File: src/hw/rtl/button_click_hold_detector_macros.svh
// Assertion macros shared by the button click and hold detector.
`ifndef BUTTON_CLICK_HOLD_DETECTOR_MACROS_SVH
`define BUTTON_CLICK_HOLD_DETECTOR_MACROS_SVH

// Same-cycle implication, checked on clk and disabled during rst.
`define BCD_CHECK(label, ante, cons) \
  label: assert property (@(posedge clk) disable iff (rst) (ante) |-> (cons)) \
    else $error("button_click_hold_detector check failed");

// Next-cycle implication, checked on clk and disabled during rst.
`define BCD_CHECK_NEXT(label, ante, cons) \
  label: assert property (@(posedge clk) disable iff (rst) (ante) |=> (cons)) \
    else $error("button_click_hold_detector check failed");

`endif

File: src/hw/rtl/bcd_pkg.sv
// Types, constants and helper functions of the button click and hold detector.
`timescale 1ns / 1ps

package bcd_pkg;

  // Width of the internal click counter; it saturates at all ones.
  localparam int CLICK_COUNT_BITS = 8;

  localparam int TIME_BITS   = 32;
  localparam int TOTAL_BITS  = 8;
  localparam int EVENT_BITS  = 3;
  localparam int EVENT_COUNT = 6;
  localparam int ENABLE_BITS = EVENT_COUNT;

  // Event codes, also the bit positions in an event mask.
  localparam logic [EVENT_BITS-1:0] EV_DOWN         = 3'd0;
  localparam logic [EVENT_BITS-1:0] EV_UP           = 3'd1;
  localparam logic [EVENT_BITS-1:0] EV_HOLD         = 3'd2;
  localparam logic [EVENT_BITS-1:0] EV_HOLD_RELEASE = 3'd3;
  localparam logic [EVENT_BITS-1:0] EV_CLICKS       = 3'd4;
  localparam logic [EVENT_BITS-1:0] EV_SWITCH       = 3'd5;

  // Configuration register indexes.
  localparam int CFG_INDEX_BITS = 2;
  typedef enum logic [CFG_INDEX_BITS-1:0] {
    REG_HOLD_THRESHOLD = 2'd0,
    REG_CLICK_GAP      = 2'd1,
    REG_EVENT_ENABLE   = 2'd2
  } cfg_reg_e;

  localparam logic [TIME_BITS-1:0]   HOLD_THRESHOLD_RESET = 32'd1000;
  localparam logic [TIME_BITS-1:0]   CLICK_GAP_RESET      = 32'd300;
  localparam logic [ENABLE_BITS-1:0] EVENT_ENABLE_RESET   = 6'h3F;

  // Event queue between the front and the back.
  localparam int QUEUE_DEPTH = 2;
  localparam int PTR_BITS    = (QUEUE_DEPTH > 1) ? $clog2(QUEUE_DEPTH) : 1;
  localparam int COUNT_BITS  = $clog2(QUEUE_DEPTH + 1);

  typedef struct packed {
    logic                 pressed;
    logic [TIME_BITS-1:0] now_ms;
  } sample_t;

  typedef struct packed {
    logic [EVENT_BITS-1:0] event_res;
    logic [TOTAL_BITS-1:0] click_total;
    logic                  switch_on;
    logic                  last;
  } result_t;

  // All events caused by one sample, already filtered by the enables.
  typedef struct packed {
    logic [EVENT_COUNT-1:0] mask;
    logic [TOTAL_BITS-1:0]  click_total;
    logic                   switch_on;
  } evt_rec_t;

  typedef struct packed {
    logic     valid;
    evt_rec_t rec;
  } push_t;

  typedef struct packed {
    logic                  full;
    logic                  empty;
    logic [COUNT_BITS-1:0] count;
  } queue_status_t;

  typedef struct packed {
    logic     valid;
    evt_rec_t rec;
  } queue_head_t;

  // Reported click total, clamped to what the result field can carry.
  function automatic logic [TOTAL_BITS-1:0] clamp_total(
    input logic [CLICK_COUNT_BITS-1:0] cnt
  );
    logic [31:0] wide;
    wide = 32'(cnt);
    if (wide > 32'd255) begin
      return 8'hFF;
    end
    return wide[TOTAL_BITS-1:0];
  endfunction

endpackage

File: src/hw/rtl/button_click_hold_detector.sv
// Top level of the button click and hold detector.
`timescale 1ns / 1ps

// Button click and hold detector. Each sample transaction carries the
// button level and a free-running millisecond timestamp; the block turns
// the sample stream into down, hold, up, hold_release, clicks and switch
// result transactions, with last marking the final result of a sample.
// The front part classifies a sample in the cycle it is accepted and
// updates the button state; a two-entry event queue separates it from the
// back part, which sends the events of one sample one per cycle, while the
// result channel does not stall, through a registered output. A sample is
// taken every cycle while the queue has room, so the sustained rate is set
// by the result channel: a sample causes zero to three results, and a
// sample that causes no result takes no place in the queue. Results of a
// sample pass through the queue, the back part's record register and the
// output register. Configuration transactions are always accepted and take
// effect on the next sample; writes to an index beyond the last register are ignored.
module button_click_hold_detector (
  input  logic                                clk,
  input  logic                                rst,
  input  logic                                sample_valid,
  output logic                                sample_ready,
  input  bcd_pkg::sample_t                    sample,
  output logic                                result_valid,
  input  logic                                result_ready,
  output bcd_pkg::result_t                    result,
  input  logic                                cfg_valid,
  output logic                                cfg_ready,
  input  logic [bcd_pkg::CFG_INDEX_BITS-1:0]  cfg_index,
  input  logic [bcd_pkg::TIME_BITS-1:0]       cfg_data
);

  `include "button_click_hold_detector_macros.svh"

  bcd_pkg::push_t         push;
  bcd_pkg::queue_head_t   head;
  bcd_pkg::queue_status_t qstat;
  logic                   pop;

  // Front: accepts samples, tracks press, hold and click state.
  bcd_front u_front (
    .clk          (clk),
    .rst          (rst),
    .sample_valid (sample_valid),
    .sample_ready (sample_ready),
    .sample       (sample),
    .cfg_valid    (cfg_valid),
    .cfg_ready    (cfg_ready),
    .cfg_index    (cfg_index),
    .cfg_data     (cfg_data),
    .qstat        (qstat),
    .push         (push)
  );

  // Queue: holds event records of samples that wait for the back part.
  bcd_queue u_queue (
    .clk   (clk),
    .rst   (rst),
    .push  (push),
    .pop   (pop),
    .head  (head),
    .qstat (qstat)
  );

  // Back: serializes each record into result transactions.
  bcd_back u_back (
    .clk          (clk),
    .rst          (rst),
    .head         (head),
    .pop          (pop),
    .result_valid (result_valid),
    .result_ready (result_ready),
    .result       (result)
  );

  // The front never pushes into a full queue, so no record is lost.
  `BCD_CHECK(a_no_push_when_full, qstat.full, !push.valid)
  // A pushed record is visible in the queue in the next cycle.
  `BCD_CHECK_NEXT(a_push_lands, push.valid, !qstat.empty)
  // Only a clicks result carries a click total.
  `BCD_CHECK(a_total_only_on_clicks,
    result_valid && (result.event_res != bcd_pkg::EV_CLICKS), result.click_total == '0)
  // Only event codes that exist leave the block.
  `BCD_CHECK(a_event_code_range, result_valid, result.event_res <= bcd_pkg::EV_SWITCH)

endmodule

File: src/hw/rtl/bcd_front.sv
// Front part: configuration registers, button state tracking and event classification.
`timescale 1ns / 1ps

module bcd_front (
  input  logic                                clk,
  input  logic                                rst,
  input  logic                                sample_valid,
  output logic                                sample_ready,
  input  bcd_pkg::sample_t                    sample,
  input  logic                                cfg_valid,
  output logic                                cfg_ready,
  input  logic [bcd_pkg::CFG_INDEX_BITS-1:0]  cfg_index,
  input  logic [bcd_pkg::TIME_BITS-1:0]       cfg_data,
  input  bcd_pkg::queue_status_t              qstat,
  output bcd_pkg::push_t                      push
);

  logic [bcd_pkg::TIME_BITS-1:0]        hold_threshold;
  logic [bcd_pkg::TIME_BITS-1:0]        click_gap;
  logic [bcd_pkg::ENABLE_BITS-1:0]      event_enable;

  logic                                 prev_pressed;
  logic [bcd_pkg::TIME_BITS-1:0]        hold_start;
  logic [bcd_pkg::TIME_BITS-1:0]        last_click_time;
  logic [bcd_pkg::CLICK_COUNT_BITS-1:0] click_counter;
  logic                                 clicks_pending;
  logic                                 holding;
  logic                                 toggle_on;

  logic [bcd_pkg::TIME_BITS-1:0]        hold_start_next;
  logic [bcd_pkg::TIME_BITS-1:0]        last_click_time_next;
  logic [bcd_pkg::CLICK_COUNT_BITS-1:0] click_counter_next;
  logic                                 clicks_pending_next;
  logic                                 holding_next;
  logic                                 toggle_on_next;

  logic [bcd_pkg::CLICK_COUNT_BITS-1:0] cnt_mid;
  logic                                 pending_mid;
  logic [bcd_pkg::TIME_BITS-1:0]        last_mid;
  logic [bcd_pkg::TIME_BITS-1:0]        press_age;
  logic [bcd_pkg::TIME_BITS-1:0]        quiet_age;
  logic [bcd_pkg::EVENT_COUNT-1:0]      raw_mask;
  logic                                 accept;

  assign sample_ready = !qstat.full;
  assign cfg_ready    = 1'b1;
  assign accept       = sample_valid && sample_ready;

  assign press_age = sample.now_ms - hold_start;

  always_comb begin
    hold_start_next      = hold_start;
    holding_next         = holding;
    toggle_on_next       = toggle_on;
    cnt_mid              = click_counter;
    pending_mid          = clicks_pending;
    last_mid             = last_click_time;
    raw_mask             = '0;

    // Press and release part.
    if (sample.pressed) begin
      if (prev_pressed) begin
        if (press_age >= hold_threshold && !holding) begin
          holding_next             = 1'b1;
          raw_mask[bcd_pkg::EV_HOLD] = 1'b1;
        end
      end else begin
        hold_start_next            = sample.now_ms;
        raw_mask[bcd_pkg::EV_DOWN] = 1'b1;
      end
    end else begin
      hold_start_next = sample.now_ms;
      if (prev_pressed) begin
        raw_mask[bcd_pkg::EV_UP] = 1'b1;
        if (holding) begin
          raw_mask[bcd_pkg::EV_HOLD_RELEASE] = 1'b1;
          holding_next = 1'b0;
          pending_mid  = 1'b0;
          cnt_mid      = '0;
        end else begin
          last_mid    = sample.now_ms;
          pending_mid = 1'b1;
          if (click_counter != '1) begin
            cnt_mid = click_counter + 1'b1;
          end
        end
      end
    end

    // Click report, seen on the state after the press part.
    quiet_age            = sample.now_ms - last_mid;
    click_counter_next   = cnt_mid;
    clicks_pending_next  = pending_mid;
    last_click_time_next = last_mid;
    if (pending_mid && quiet_age >= click_gap) begin
      raw_mask[bcd_pkg::EV_CLICKS] = 1'b1;
      if (cnt_mid == bcd_pkg::CLICK_COUNT_BITS'(1)) begin
        toggle_on_next               = !toggle_on;
        raw_mask[bcd_pkg::EV_SWITCH] = 1'b1;
      end
      click_counter_next   = '0;
      clicks_pending_next  = 1'b0;
      last_click_time_next = sample.now_ms;
    end
  end

  always_comb begin
    push.rec.mask        = raw_mask & event_enable;
    push.rec.click_total = bcd_pkg::clamp_total(cnt_mid);
    push.rec.switch_on   = toggle_on_next;
    push.valid           = accept && (push.rec.mask != '0);
  end

  always_ff @(posedge clk) begin
    if (rst) begin
      hold_threshold  <= bcd_pkg::HOLD_THRESHOLD_RESET;
      click_gap       <= bcd_pkg::CLICK_GAP_RESET;
      event_enable    <= bcd_pkg::EVENT_ENABLE_RESET;
      prev_pressed    <= 1'b0;
      hold_start      <= '0;
      last_click_time <= '0;
      click_counter   <= '0;
      clicks_pending  <= 1'b0;
      holding         <= 1'b0;
      toggle_on       <= 1'b0;
    end else begin
      if (cfg_valid && cfg_ready) begin
        unique case (cfg_index)
          bcd_pkg::REG_HOLD_THRESHOLD: hold_threshold <= cfg_data;
          bcd_pkg::REG_CLICK_GAP:      click_gap      <= cfg_data;
          bcd_pkg::REG_EVENT_ENABLE:
            event_enable <= cfg_data[bcd_pkg::ENABLE_BITS-1:0];
          default: ;
        endcase
      end
      if (accept) begin
        prev_pressed    <= sample.pressed;
        hold_start      <= hold_start_next;
        last_click_time <= last_click_time_next;
        click_counter   <= click_counter_next;
        clicks_pending  <= clicks_pending_next;
        holding         <= holding_next;
        toggle_on       <= toggle_on_next;
      end
    end
  end

endmodule

File: src/hw/rtl/bcd_queue.sv
// Short event queue that decouples the front part from the back part.
`timescale 1ns / 1ps

module bcd_queue (
  input  logic                   clk,
  input  logic                   rst,
  input  bcd_pkg::push_t         push,
  input  logic                   pop,
  output bcd_pkg::queue_head_t   head,
  output bcd_pkg::queue_status_t qstat
);

  bcd_pkg::evt_rec_t             entries [bcd_pkg::QUEUE_DEPTH];
  logic [bcd_pkg::PTR_BITS-1:0]   wr_ptr;
  logic [bcd_pkg::PTR_BITS-1:0]   rd_ptr;
  logic [bcd_pkg::COUNT_BITS-1:0] count;
  logic                           do_push;
  logic                           do_pop;

  assign qstat.count = count;
  assign qstat.full  = (count == bcd_pkg::COUNT_BITS'(bcd_pkg::QUEUE_DEPTH));
  assign qstat.empty = (count == '0);

  assign do_push = push.valid && !qstat.full;
  assign do_pop  = pop && !qstat.empty;

  assign head.valid = !qstat.empty;
  assign head.rec   = entries[rd_ptr];

  function automatic logic [bcd_pkg::PTR_BITS-1:0] ptr_inc(
    input logic [bcd_pkg::PTR_BITS-1:0] p
  );
    if (p == bcd_pkg::PTR_BITS'(bcd_pkg::QUEUE_DEPTH - 1)) begin
      return '0;
    end
    return p + 1'b1;
  endfunction

  always_ff @(posedge clk) begin
    if (do_push) begin
      entries[wr_ptr] <= push.rec;
    end
  end

  always_ff @(posedge clk) begin
    if (rst) begin
      wr_ptr <= '0;
      rd_ptr <= '0;
      count  <= '0;
    end else begin
      if (do_push) begin
        wr_ptr <= ptr_inc(wr_ptr);
      end
      if (do_pop) begin
        rd_ptr <= ptr_inc(rd_ptr);
      end
      if (do_push && !do_pop) begin
        count <= count + 1'b1;
      end else if (do_pop && !do_push) begin
        count <= count - 1'b1;
      end
    end
  end

endmodule

File: src/hw/rtl/bcd_back.sv
// Back part: serializes records into registered results, one per cycle unless stalled.
`timescale 1ns / 1ps

module bcd_back (
  input  logic                 clk,
  input  logic                 rst,
  input  bcd_pkg::queue_head_t head,
  output logic                 pop,
  output logic                 result_valid,
  input  logic                 result_ready,
  output bcd_pkg::result_t     result
);

  logic [bcd_pkg::EVENT_COUNT-1:0] cur_mask;
  logic [bcd_pkg::TOTAL_BITS-1:0]  cur_total;
  logic                            cur_switch;

  logic [bcd_pkg::EVENT_COUNT-1:0] mask_rest;
  logic [bcd_pkg::EVENT_COUNT-1:0] mask_after;
  logic [bcd_pkg::EVENT_BITS-1:0]  sel_code;
  logic                            slot_free;
  logic                            advance;

  // Events leave in ascending code order, which is the required order.
  always_comb begin
    sel_code = bcd_pkg::EV_DOWN;
    for (int i = bcd_pkg::EVENT_COUNT - 1; i >= 0; i--) begin
      if (cur_mask[i]) begin
        sel_code = bcd_pkg::EVENT_BITS'(i);
      end
    end
  end

  assign mask_rest  = cur_mask & (cur_mask - 1'b1);
  assign slot_free  = !result_valid || result_ready;
  assign advance    = (cur_mask != '0) && slot_free;
  assign mask_after = advance ? mask_rest : cur_mask;
  assign pop        = head.valid && (mask_after == '0);

  always_ff @(posedge clk) begin
    if (rst) begin
      cur_mask     <= '0;
      result_valid <= 1'b0;
    end else begin
      cur_mask <= pop ? head.rec.mask : mask_after;
      if (advance) begin
        result_valid <= 1'b1;
      end else if (result_ready) begin
        result_valid <= 1'b0;
      end
    end
  end

  always_ff @(posedge clk) begin
    if (pop) begin
      cur_total  <= head.rec.click_total;
      cur_switch <= head.rec.switch_on;
    end
    if (advance) begin
      result.event_res   <= sel_code;
      result.click_total <= (sel_code == bcd_pkg::EV_CLICKS) ? cur_total : '0;
      result.switch_on   <= (sel_code == bcd_pkg::EV_SWITCH) ? cur_switch : 1'b0;
      result.last        <= (mask_rest == '0);
    end
  end

endmodule
File: config.mk
export PLATFORM = sky130hd
export DESIGN_NAME = button_click_hold_detector
export DESIGN_NICKNAME = d
export VERILOG_FILES = /design/src/hw/rtl/bcd_pkg.sv /design/src/hw/rtl/button_click_hold_detector.sv /design/src/hw/rtl/bcd_front.sv /design/src/hw/rtl/bcd_queue.sv /design/src/hw/rtl/bcd_back.sv
export VERILOG_INCLUDE_DIRS = /design/src /design/src/hw/rtl
export SDC_FILE = /design/constraint.sdc
export NUM_CORES = 1
export LEC_CHECK = 0
export ABC_AREA = 1
export BUFFER_PORTS_ARGS = -buffer_cell sky130_fd_sc_hd__buf_2
export CAP_MARGIN = 40
export CORE_ASPECT_RATIO = 0.5
export CORE_MARGIN = 10
export CORE_UTILIZATION = 50
export DETAILED_ROUTE_END_ITERATION = 10
export GPL_TIMING_DRIVEN = 0
export PLACE_DENSITY_LB_ADDON = 0.1
export SYNTH_ARGS = -nofsm -noshare
export SYNTH_HDL_FRONTEND = slang
export SYNTH_SLANG_ARGS = --single-unit
File: constraint.sdc
create_clock -name clk -period 9.3 [get_ports clk]
set_clock_uncertainty 0.1 [all_clocks]
set_input_delay 0.465 -clock clk [delete_from_list [all_inputs] [get_ports clk]]
set_output_delay 0.465 -clock clk [all_outputs]
set_load 0.02 [all_outputs]
==> summary.md, run 1 <==
| Metric | Value |
|---|---|
| Final hold viol count | 0 |
| Setup bufs post-CTS | 0 |
| Largest net degree at the start of global routing | 16 |
| CP required | 9420 ps |
| I/O pins | 88 |
| CTS tree | done |
| Synth Net Count | 1,881 |
| Tmin final | 6162 ps |
| Root buffer cell | clkbuf_16 |
| H-tree Lvls | 1 |
| Leak Pwr | 6.375 nW |
| Via density | 5.441 |
| #FFs+latches synth | 210 |
| GRT Util Overall | 21.55% |
| Worst Path Class, Setup | reg2reg |
| Max_slew headroom | 48.44% |
| # nets final | 1,990 |
| Clk slew on worst S/H paths | 70 ps |
| Drt drc | 0 |
| Average size of a mapped cell | 7.796 µm² |
| TritonCTS Sinks | 210 |
| Worst Path Max Fanout | 10 |
| Die H | 134.4 µm |
| Bufs on Longest Clock Path | 3 |
| Post-synth EDFFs | 52 |
| Setup-failing EPs final | 0 |
| Area of the multi-input gates | 7251 µm² |
| HPWL after DPL | 29,620 µm |
| Setup TNS | 0 ps |
| Crit-path slowest cell | fa_1 |
| Placer Congestion | 1.024 |
| CP endpoint kind | register |
| Slew @ Worst Pin | 767.5 ps |
| Synthesized instance count | 1,678 |
| Layout area overhead | 11.75% |
| Post-Syn Area | 13,080 µm² |
| First-pass GRT wire length | 58,800 µm |
| Final Power | 3.459 mW |
| Status | complete, no violations |
| Maximum vdd ir drop | 0.1237 mV |
| WL per Instance | 17.42 µm |
| Die ar. | 33,430 µm² |
| # fillers | 2,374 |
| DR vias | 11.68k |
| Buffers added on ports | 85 |
| Most used cell along the critical path | nand2_1 |
| Crit-path max cell delay | 400 ps |
| Netlist cell types | 49 |
| Initial antenna violation count | 2 |
| Inserted Clock Buffers | 21 |
| Share of post-route cells with drive strength above 1 | 9.656% |
| Hold depth | 3 |
| FF/Latch Area | 4725 µm² |
| Vias in the first global route | 11.09k |
| Fmax | 162.3 MHz |
| Final max-slew violation count | 0 |
| Post-CTS sizing | 0 |
| Ys flop type | dfxtp_1 |
| Synthesis warning total | 0 |
| Worst EP arrival | 6280 ps |
| Post-synthesis sequential area ratio | 36.12% |
| First-pass detailed-route iteration total | 5 |
| Reg2Reg Depth | 33 |
| CTS Hold Bufs | 0 |
| Worst Hold Class | in2reg |
| Max-Cap Viols | 0 |
| Core Rows | 41 |
| Unrepaired setup endpoints after global routing | false |
| Period utilization | 66.26% |
| Routed Antenna Nets | 0 |
| Die extent in x | 248.7 µm |
| Core ar. | 25,500 µm² |
| Drt first-iter violations | 971 |
| Clk_lat worst skew | 520 ps |
| Remaining Overflow, GRT | 0 |
| Starting density of the core | 51.31% |
| Async SR Flop Fraction | 0% |
| CP startpoint kind | register |
| Power per cell area | 236.6 nW/µm² |
| Drt total wl | 37,410 µm |
## flip-flops by register name, indices dropped and copies added, names as in the netlist, 2 cells and up, named ones only
signal / flops
u_front.click_gap: 32
u_front.hold_start: 32
u_front.hold_threshold: 32
u_front.last_click_time: 32
u_queue.entries: 30
u_back.result: 13
u_back.cur_total: 8
u_front.click_counter: 8
u_back.cur_mask: 6
u_front.event_enable: 6
u_queue.count: 2
## kinds of logic (layout without fill, tap and decap cells)
group,after synthesis,count (layout),share of synthesized area (%)
simple gates,438,438,14.55
fa+ha+maj,131,131,12.64
xor+xnor,65,65,4.352
other cells,1,2,0.02867
compound gates,512,512,20.71
buf+inv,281,405,8.455
flops,210,210,36.12
mux,40,40,3.147
## placed cells by master (no fill, tap or decap), drive strengths merged, types with 8 or more instances in the layout
| cell | n |
|---|---|
| clkinv | 11 |
| ha | 129 |
| mux2i | 31 |
| edfxtp | 52 |
| xor2 | 38 |
| nand3 | 35 |
| o21bai | 8 |
| inv | 219 |
| mux2 | 9 |
| nor3 | 9 |
| clkbuf | 67 |
| dfxtp | 158 |
| a21o | 8 |
| nand2 | 265 |
| buf | 101 |
| o211ai | 20 |
| nand4 | 16 |
| nor2 | 103 |
| a21oi | 282 |
| o21ai | 176 |
| xnor2 | 27 |
## per-layer routing
metal / GRT usage, % / part of all wire (%)
met5: 0 / 0
met3: 4.365 / 7.1
met2: 34.55 / 43
met1: 29.62 / 48
met4: 3.941 / 1.6
## worst max-delay path, delay by kind of cell (launching register included)
kind	cells	cell delay, ps
and+or+nand+nor	19	2660
AOI/OAI and AO/OA	5	960
adders and majority gates	3	830
buffers and inverters	5	780
DFF	1	370
xor gates and xnor gates	1	160
## synthesized netlist by cell type, types with 5 or more instances
| library cell | count | area [µm²] |
|---|---|---|
| inv_1 | 213 | 799.5 |
| clkbuf_1 | 43 | 161.4 |
| edfxtp_1 | 52 | 1562 |
| clkinv_1 | 5 | 18.77 |
| nor4_1 | 5 | 31.28 |
| buf_2 | 5 | 25.02 |
| mux2i_1 | 31 | 310.3 |
| nand2_1 | 255 | 957.2 |
| nand4_1 | 16 | 100.1 |
| o21ai_1 | 29 | 145.1 |
| a21oi_1 | 279 | 1396 |
| nand2_2 | 8 | 50.05 |
| nand3_1 | 31 | 155.2 |
| xnor2_1 | 27 | 236.5 |
| o21a_1 | 7 | 52.55 |
| inv_2 | 5 | 18.77 |
| xor2_1 | 38 | 332.8 |
| o21bai_1 | 7 | 52.55 |
| o21ai_0 | 147 | 735.7 |
| ha_1 | 129 | 1614 |
| nor3_1 | 9 | 45.04 |
| nor2_1 | 94 | 352.8 |
| mux2_2 | 9 | 101.4 |
| a21o_1 | 8 | 60.06 |
| nor2_2 | 5 | 31.28 |
| a31oi_1 | 6 | 37.54 |
| dfxtp_1 | 158 | 3163 |
| o211ai_1 | 20 | 150.1 |
## path summary, 6_finish.rpt
path                          from                        end  slack (ps)
max           u_front.prev_pressed      u_queue.entries[0][6]        3140
min                    cfg_data[6]  u_front.hold_threshold[6]         100
max reg2reg   u_front.prev_pressed      u_queue.entries[0][6]        3140
min reg2reg  u_front.hold_start[9]      u_front.hold_start[9]         360
## power breakdown
part	internal, mW	switching [mW]
clock	0.474	0.384
sequential	1.12	0.0488
combinational	0.504	0.931
total	2.10	1.36
## per-stage QoR
| step | utilization [%] | area [µm²] | hold WS, ps | setup WS [ps] | cells |
|---|---|---|---|---|---|
| floorplan | - | 13080 | 329.5 | 4280 | 1678 |
| global placement | 54.66 | 13940 | 345.7 | 2784 | 2107 |
| detailed placement | 54.69 | 13940 | 349.7 | 2996 | 2108 |
| CTS | 57.32 | 14620 | 87.38 | 3234 | 2146 |
| global route | 57.33 | 14620 | 109.6 | 2721 | 2147 |
| finish | 57.33 | 14620 | 98.17 | 3138 | 2147 |
## area by class of cell
class	instances	area share, %
clock buffers	24	3.672
plain buffers	58	1.840
clock inverters	14	0.9159
multi-input cells	1187	49.60
inverters	223	5.726
repair buffers	86	2.962
diodes	1	0.01712
flip-flops and latches	210	32.32
well taps	344	2.944
No activity file was read; power rests on OpenSTA's default activity.
==> run 2: changes to the inputs <==
--- a/config.mk
+++ b/config.mk
@@ -6,7 +6,7 @@
 export SDC_FILE = /design/constraint.sdc
 export NUM_CORES = 1
 export LEC_CHECK = 0
-export ABC_AREA = 1
+export ABC_AREA = 0
 export BUFFER_PORTS_ARGS = -buffer_cell sky130_fd_sc_hd__buf_2
 export CAP_MARGIN = 40
 export CORE_ASPECT_RATIO = 0.5
==> constraint.sdc (replaced) <==
create_clock -name clk -period 4.9 [get_ports clk]
set_clock_uncertainty 0.1 [all_clocks]
set_input_delay 0.245 -clock clk [delete_from_list [all_inputs] [get_ports clk]]
set_output_delay 0.245 -clock clk [all_outputs]
set_load 0.02 [all_outputs]
==> summary.md, run 2 <==
| Metric | Value |
|---|---|
| Worst EP arrival | 6050 ps (was 6280 ps) |
| DP Cell Count | 1,940 (was 2,108) |
| Max-Cap Viols | 0 (unchanged) |
| Clk slew on worst S/H paths | 70 ps (about the same) |
| Largest cells by area after synthesis | dfxtp_1 (25%), ha_1 (13%), edfxtp_1 (12%), a21oi_1 (6.8%), nand2_1 (6.7%) (was dfxtp_1 (24%), ha_1 (12%), edfxtp_1 (12%), a21oi_1 (11%), nand2_1 (7.3%)) |
| Synthesis warning total | 0 (unchanged) |
| Register share of total power | 35.2% (was 33.7%) |
| Vias in the first global route | 11.08k (was 11.09k) |
| # nets final | 1,929 (was 1,990) |
| First-pass detailed-route iteration total | 6 (was 5) |
| WL per Instance | 18.05 µm (was 17.42 µm) |
| Largest net degree at the start of global routing | 16 (unchanged) |
| Final max-slew violation count | 0 (unchanged) |
| Most frequent cells in the layout | nand2_1 (228), a21oi_1 (164), dfxtp_1 (156) (was a21oi_1 (279), nand2_1 (255), inv_1 (213)) |
| Share of post-route cells with drive strength above 1 | 15.22% (was 9.656%) |
| Crit-path slowest cell | a2111o_1 (was fa_1) |
| Top Metal Used | met4 (unchanged) |
| Commonest non-fill, non-tap cell in the layout | nand2_1 (was a21oi_1) |
| DR vias | 11.53k (was 11.68k) |
| Delay-heaviest family, CP | compound AO/OA/AOI/OAI gates (was simple AND/OR/NAND/NOR gates) |
| Buffers added on ports | 86 (was 85) |
| TritonCTS Sinks | 210 (unchanged) |
| Drt total wl | 37,620 µm (was 37,410 µm) |
| Leak Pwr | 6.673 nW (was 6.375 nW) |
| Non-Filler Instances | 2,085 (was 2,147) |
| GRT Util Overall | 21.90% (was 21.55%) |
| Placer Congestion | 0.8591 (was 1.024) |
| Core ar. | 25,290 µm² (was 25,500 µm²) |
| Drt first-iter violations | 902 (was 971) |
| Starting density of the core | 50.90% (was 51.31%) |
| Comb power frac | 38.8% (was 41.5%) |
| CTS tree | done (unchanged) |
| Setup-failing EPs final | 81 (was 0) |
| Synth cell count leaders | nand2_1 (230), a21oi_1 (176), dfxtp_1 (158) (was a21oi_1 (279), nand2_1 (255), inv_1 (213)) |
| Most used cell along the critical path | buf_4 (was nand2_1) |
| Core Rows | 41 (unchanged) |
| Synthesized instance count | 1,506 (was 1,678) |
| Async SR Flop Fraction | 0% (unchanged) |
| Post-synthesis sequential area ratio | 36.70% (was 36.12%) |
| # fillers | 2,179 (was 2,374) |
| Initial antenna violation count | 0 (was 2) |
| Failing checks | setup timing |
| Met1 WL | 17,160 µm (was 18,080 µm) |
| Internal | 3.919 mW (was 2.095 mW) |
| Place WS | -1952 ps (was 2996 ps) |
| Average size of a mapped cell | 8.547 µm² (was 7.796 µm²) |
| CP required | 5030 ps (was 9420 ps) |
| Period utilization | 120.7% (was 66.26%) |
| Routed Antenna Nets | 0 (unchanged) |
| Maximum vdd ir drop | 0.2148 mV (was 0.1237 mV) |
| Drt drc | 0 (unchanged) |
| WP buf/inv | 7 (was 5) |
| Worst Path Max Fanout | 6 (was 10) |
| Root buffer cell | clkbuf_16 (unchanged) |
| Final hold viol count | 0 (unchanged) |
| First-pass GRT wire length | 58,390 µm (was 58,800 µm) |
| Fmax | 169.0 MHz (was 162.3 MHz) |
| Metal2 WL | 17,370 µm (was 16,080 µm) |
| Unrepaired setup endpoints after global routing | true (was false) |
| Bufs on Longest Clock Path | 3 (unchanged) |
| Sw power | 2.188 mW (was 1.364 mW) |
| Post-synth EDFFs | 52 (unchanged) |
| Count leader, synth | nand2_1 (was a21oi_1) |
| Fin Hold WS | 43.99 ps (was 98.17 ps) |
| Worst Hold Class | in2reg (unchanged) |
| Inserted Clock Buffers | 21 (unchanged) |
| Netlist cell types | 71 (was 49) |
| Hold depth | 3 (unchanged) |
| Worst Path Class, Setup | reg2reg (unchanged) |
| Tmin final | 5916 ps (was 6162 ps) |
| Worst setup margin | -1016 ps (was 3138 ps) |
| CP endpoint kind | register (unchanged) |
| Status | complete, but fails checks (was complete, no violations) |
| Die H | 133.5 µm (was 134.4 µm) |
| Ant diodes | 0 (was 1) |
| Synth Net Count | 1,709 (was 1,881) |
| Die extent in x | 246.9 µm (was 248.7 µm) |
| Via density | 5.530 (was 5.441) |
| CP startpoint kind | register (unchanged) |
| Ys flop type | dfxtp_1 (unchanged) |
| Clock share of power | 26.0% (was 24.8%) |
| H-tree Lvls | 1 (unchanged) |
| Max_slew headroom | 47.03% (was 48.44%) |
| WL met3 | 2528 µm (was 2644 µm) |
| Clk_lat worst skew | 520 ps (about the same) |
| Switching part of the total | 35.83% (was 39.42%) |
| Layout area overhead | 24.60% (was 11.75%) |
| Reg2Reg Depth | 28 (was 33) |
| HPWL after DPL | 27,270 µm (was 29,620 µm) |
| Area share of the largest cell type after synthesis | 24.57% (was 24.18%) |
| Yosys top cell by area | dfxtp_1 (unchanged) |
| Post-Syn Area | 12,870 µm² (was 13,080 µm²) |
| Remaining Overflow, GRT | 0 (unchanged) |
| I/O pins | 88 (unchanged) |
| Slew @ Worst Pin | 787.8 ps (was 767.5 ps) |
| Die ar. | 32,950 µm² (was 33,430 µm²) |
| Crit. path cell count | 28 (was 33) |
| #FFs+latches synth | 210 (unchanged) |
| Crit-path max cell delay | 500 ps (was 400 ps) |
| Power per cell area | 380.8 nW/µm² (was 236.6 nW/µm²) |
[run 2: cell count changes after synthesis, sizes merged, moves of 17 or more]
cell	before	now
a21o	8	51
nand2	265	230
a21oi	282	176
and2	0	17
nand3	35	11
mux2i	31	68
o21ai	176	48
inv	218	119
[run 2: cell type report]
class,count,area [µm²],area share (%)
Buffer,51,302.8,1.888
Clock buffer,29,565.5,3.526
Clock inverter,9,73.82,0.4603
Inverter,119,446.7,2.785
Multi-Input combinational cell,1123,7875,49.10
Sequential cell,210,4732,29.50
Tap cell,344,430.4,2.684
Timing Repair Buffer,200,1613,10.06
[run 2: final timing paths]
check	from	endpoint	slack, ps
max	u_front.holding	u_queue.entries[0][9]	-1020
min	sample[1]	u_front.last_click_time[1]	40
max reg2reg	u_front.holding	u_queue.entries[0][9]	-1020
min reg2reg	u_front.hold_threshold[18]	u_front.hold_threshold[18]	360
[run 2: what timing repair did]
action	CTS	global route
resized for setup	61	49
setup endpoints to repair	84	84
buffers inserted	30	10
hold buffers	67	0
gates cloned	3	0
endpoints found under the hold margin	135	0
pin swaps	20	28
[run 2: worst min-delay path, delay by kind of cell]
| kind | cells | cell delay (ps) |
|---|---|---|
| buffers and inverters | 1 | 170 |
| muxes | 1 | 140 |
| and+or+nand+nor | 1 | 60 |
[run 2: per-layer routing]
layer | GRT usage [%] | vias to the layer above
li1 | - | 5703
met1 | 29.23 | 5458
met2 | 36.28 | 331
met3 | 4.489 | 38
met4 | 3.626 | 0
met5 | 0 | -
[run 2: cells by family after synthesis]
logic type	after synthesis	synth area share, %
adders and majority gates	131	12.85
buffers and inverters	173	5.142
muxes	83	6.600
xor gates and xnor gates	60	4.082
and+or+nand+nor	478	16.87
AOI/OAI and AO/OA	370	17.72
DFF	210	36.70
other	1	0.02913
[run 2: stage by stage]
| step | cell area (µm²) | setup TNS [ps] | utilization [%] | total power [mW] |
|---|---|---|---|---|
| 2_1_floorplan | 12980 | -20990 | - | 3.630 |
| 3_3_place_gp | 13840 | -135340 | 54.71 | 4.138 |
| 3_5_place_dp | 13870 | -139680 | 54.86 | 4.251 |
| 4_1_cts | 15760 | -55170 | 62.33 | 6.026 |
| 5_1_grt | 16040 | -78540 | 63.42 | 6.458 |
| 6_report | 16040 | -59290 | 63.42 | 6.108 |
[run 2: power by group through the flow]
stage               sequential, mW  clock (mW)  combinational, mW
global route                  2.17        1.69               2.60
detailed placement            2.19           0               2.07
floorplan                     2.24           0               1.39
finish                        2.15        1.59               2.37
global placement              2.18           0               1.96
CTS                           2.15        1.61               2.26
==> run 3: changes to the inputs <==
--- a/config.mk
+++ b/config.mk
@@ -15,6 +15,7 @@
 export DETAILED_ROUTE_END_ITERATION = 10
 export GPL_TIMING_DRIVEN = 0
 export PLACE_DENSITY_LB_ADDON = 0.1
+export SKIP_CTS_REPAIR_TIMING = 1
 export SYNTH_ARGS = -nofsm -noshare
 export SYNTH_HDL_FRONTEND = slang
 export SYNTH_SLANG_ARGS = --single-unit
==> summary.md, run 3 (same netlist as run 2, synthesis figures left out) <==
| Metric | Value |
|---|---|
| Status | complete, but fails checks (unchanged) |
| Failing checks | hold timing, setup timing (was setup timing) |
| Final max-slew violation count | 0 (unchanged) |
| Worst setup margin | -1246 ps (was -1016 ps) |
| Core Rows | 41 (unchanged) |
| Finished Cell Area | 15,910 µm² (was 16,040 µm²) |
| CP endpoint kind | register (unchanged) |
| Die extent in x | 246.9 µm (unchanged) |
| Vias in the first global route | 10.42k (was 11.08k) |
| Worst Hold Class | in2reg (unchanged) |
| Worst EP arrival | 6490 ps (was 6050 ps) |
| First-pass detailed-route iteration total | 5 (was 6) |
| # fillers | 2,207 (was 2,179) |
| Crit-path max cell delay | 560 ps (was 500 ps) |
| Worst Path Class, Setup | reg2reg (unchanged) |
| Drt drc | 0 (unchanged) |
| Fin Hold WS | -25.36 ps (was 43.99 ps) |
| Final hold viol count | 9 (was 0) |
| Largest net degree at the start of global routing | 16 (unchanged) |
| # nets final | 1,929 (unchanged) |
| Layout area overhead | 23.56% (was 24.60%) |
| H-tree Lvls | 1 (unchanged) |
| Buffers added on ports | 86 (unchanged) |
| Core ar. | 25,290 µm² (unchanged) |
| Unrepaired setup endpoints after global routing | true (unchanged) |
| Max-Cap Viols | 0 (unchanged) |
| Post-DP Area | 13,870 µm² (unchanged) |
| Bufs on Longest Clock Path | 3 (unchanged) |
| Remaining Overflow, GRT | 0 (unchanged) |
| HPWL after DPL | 27,270 µm (unchanged) |
| CP required | 5240 ps (was 5030 ps) |
| Clk_lat worst skew | 520 ps (about the same) |
| Tmin final | 6146 ps (was 5916 ps) |
| GRT Util Overall | 20.41% (was 21.90%) |
| Inserted Clock Buffers | 21 (unchanged) |
| WL per Instance | 17.96 µm (was 18.05 µm) |
| Slew @ Worst Pin | 762.8 ps (was 787.8 ps) |
| Period utilization | 125.4% (was 120.7%) |
| Drt total wl | 37,450 µm (was 37,620 µm) |
| Via density | 5.549 (was 5.530) |
| Drt first-iter violations | 941 (was 902) |
| Power per cell area | 379.9 nW/µm² (was 380.8 nW/µm²) |
| Clk slew on worst S/H paths | 70 ps (about the same) |
| CTS tree | done (unchanged) |
| Crit-path slowest cell | a2111o_1 (unchanged) |
| I/O pins | 88 (unchanged) |
| Fmax | 162.7 MHz (was 169.0 MHz) |
| DR vias | 11.57k (was 11.53k) |
| Leak Pwr | 6.650 nW (was 6.673 nW) |
| Starting density of the core | 50.90% (unchanged) |
| Root buffer cell | clkbuf_16 (unchanged) |
| CP startpoint kind | register (unchanged) |
| Commonest non-fill, non-tap cell in the layout | nand2_1 (unchanged) |
| First-pass GRT wire length | 54,590 µm (was 58,390 µm) |
| Most frequent cells in the layout | nand2_1 (229), a21oi_1 (163), dfxtp_1 (156) (was nand2_1 (228), a21oi_1 (164), dfxtp_1 (156)) |
| Routed Antenna Nets | 0 (unchanged) |
| Worst Path Max Fanout | 10 (was 6) |
| TritonCTS Sinks | 210 (unchanged) |
| Final Util | 62.89% (was 63.42%) |
| Setup-failing EPs final | 84 (was 81) |
| Initial antenna violation count | 0 (unchanged) |
| Most used cell along the critical path | a21oi_2 (was buf_4) |
| Share of post-route cells with drive strength above 1 | 14.65% (was 15.22%) |
| Die ar. | 32,950 µm² (unchanged) |
| Setup TNS | -76,680 ps (was -59,290 ps) |
| Max_slew headroom | 48.71% (was 47.03%) |
| Ant diodes | 0 (unchanged) |
| Final Power | 6.042 mW (was 6.108 mW) |
| Placer Congestion | 0.8591 (unchanged) |
| Maximum vdd ir drop | 0.2127 mV (was 0.2148 mV) |
| Die H | 133.5 µm (unchanged) |
-- run 3: metrics by stage --
step / std cells / setup WS (ps)
6_report: 2085 / -1246
5_1_grt: 2085 / -1472
4_1_cts: 1978 / -1960
3_5_place_dp: 1940 / -1952
3_3_place_gp: 1936 / -1804
2_1_floorplan: 1506 / -627.1
-- run 3: layer usage --
layer  global-route usage (%)  wire, µm
met5                        0         0
met1                    28.20     17350
met3                    3.412      2281
met4                    3.389       544
met2                    33.19     17280
-- run 3: power breakdown --
part	switching, mW	leakage [nW]	internal, mW	total [mW]
clock network	0.722	0.312	0.864	1.59
registers	0.0936	1.78	2.05	2.15
logic	1.34	4.55	0.964	2.31
-- run 3: path summary, 6_finish.rpt --
check | slack, ps | startpoint | to | cells after the start
hold / removal | -30 | sample[23] | u_front.last_click_time[23] | 3
hold reg to reg | 350 | u_front.click_gap[11] | u_front.click_gap[11] | 2
setup reg to reg | -1250 | u_front.holding | u_queue.count[1] | 25
setup / recovery | -1250 | u_front.holding | u_queue.count[1] | 25
-- run 3: area by class of cell --
cell class	instances	area (µm²)	share of cell area (%)
Multi-Input combinational cell	1123	7774	48.87
Sequential cell	210	4730	29.74
Timing Repair Buffer	197	1573	9.888
Clock buffer	29	565.5	3.556
Inverter	119	446.7	2.808
Tap cell	344	430.4	2.706
Buffer	54	312.8	1.967
Clock inverter	9	73.82	0.4641
-- run 3: worst max-delay path: cells and delay by family, from the launching register on --
kind | cells | cell delay [ps]
mux | 1 | 200
buf+inv | 2 | 360
compound gates | 16 | 3350
xor+xnor | 1 | 140
simple gates | 2 | 620
fa+ha+maj | 3 | 900
flops | 1 | 350
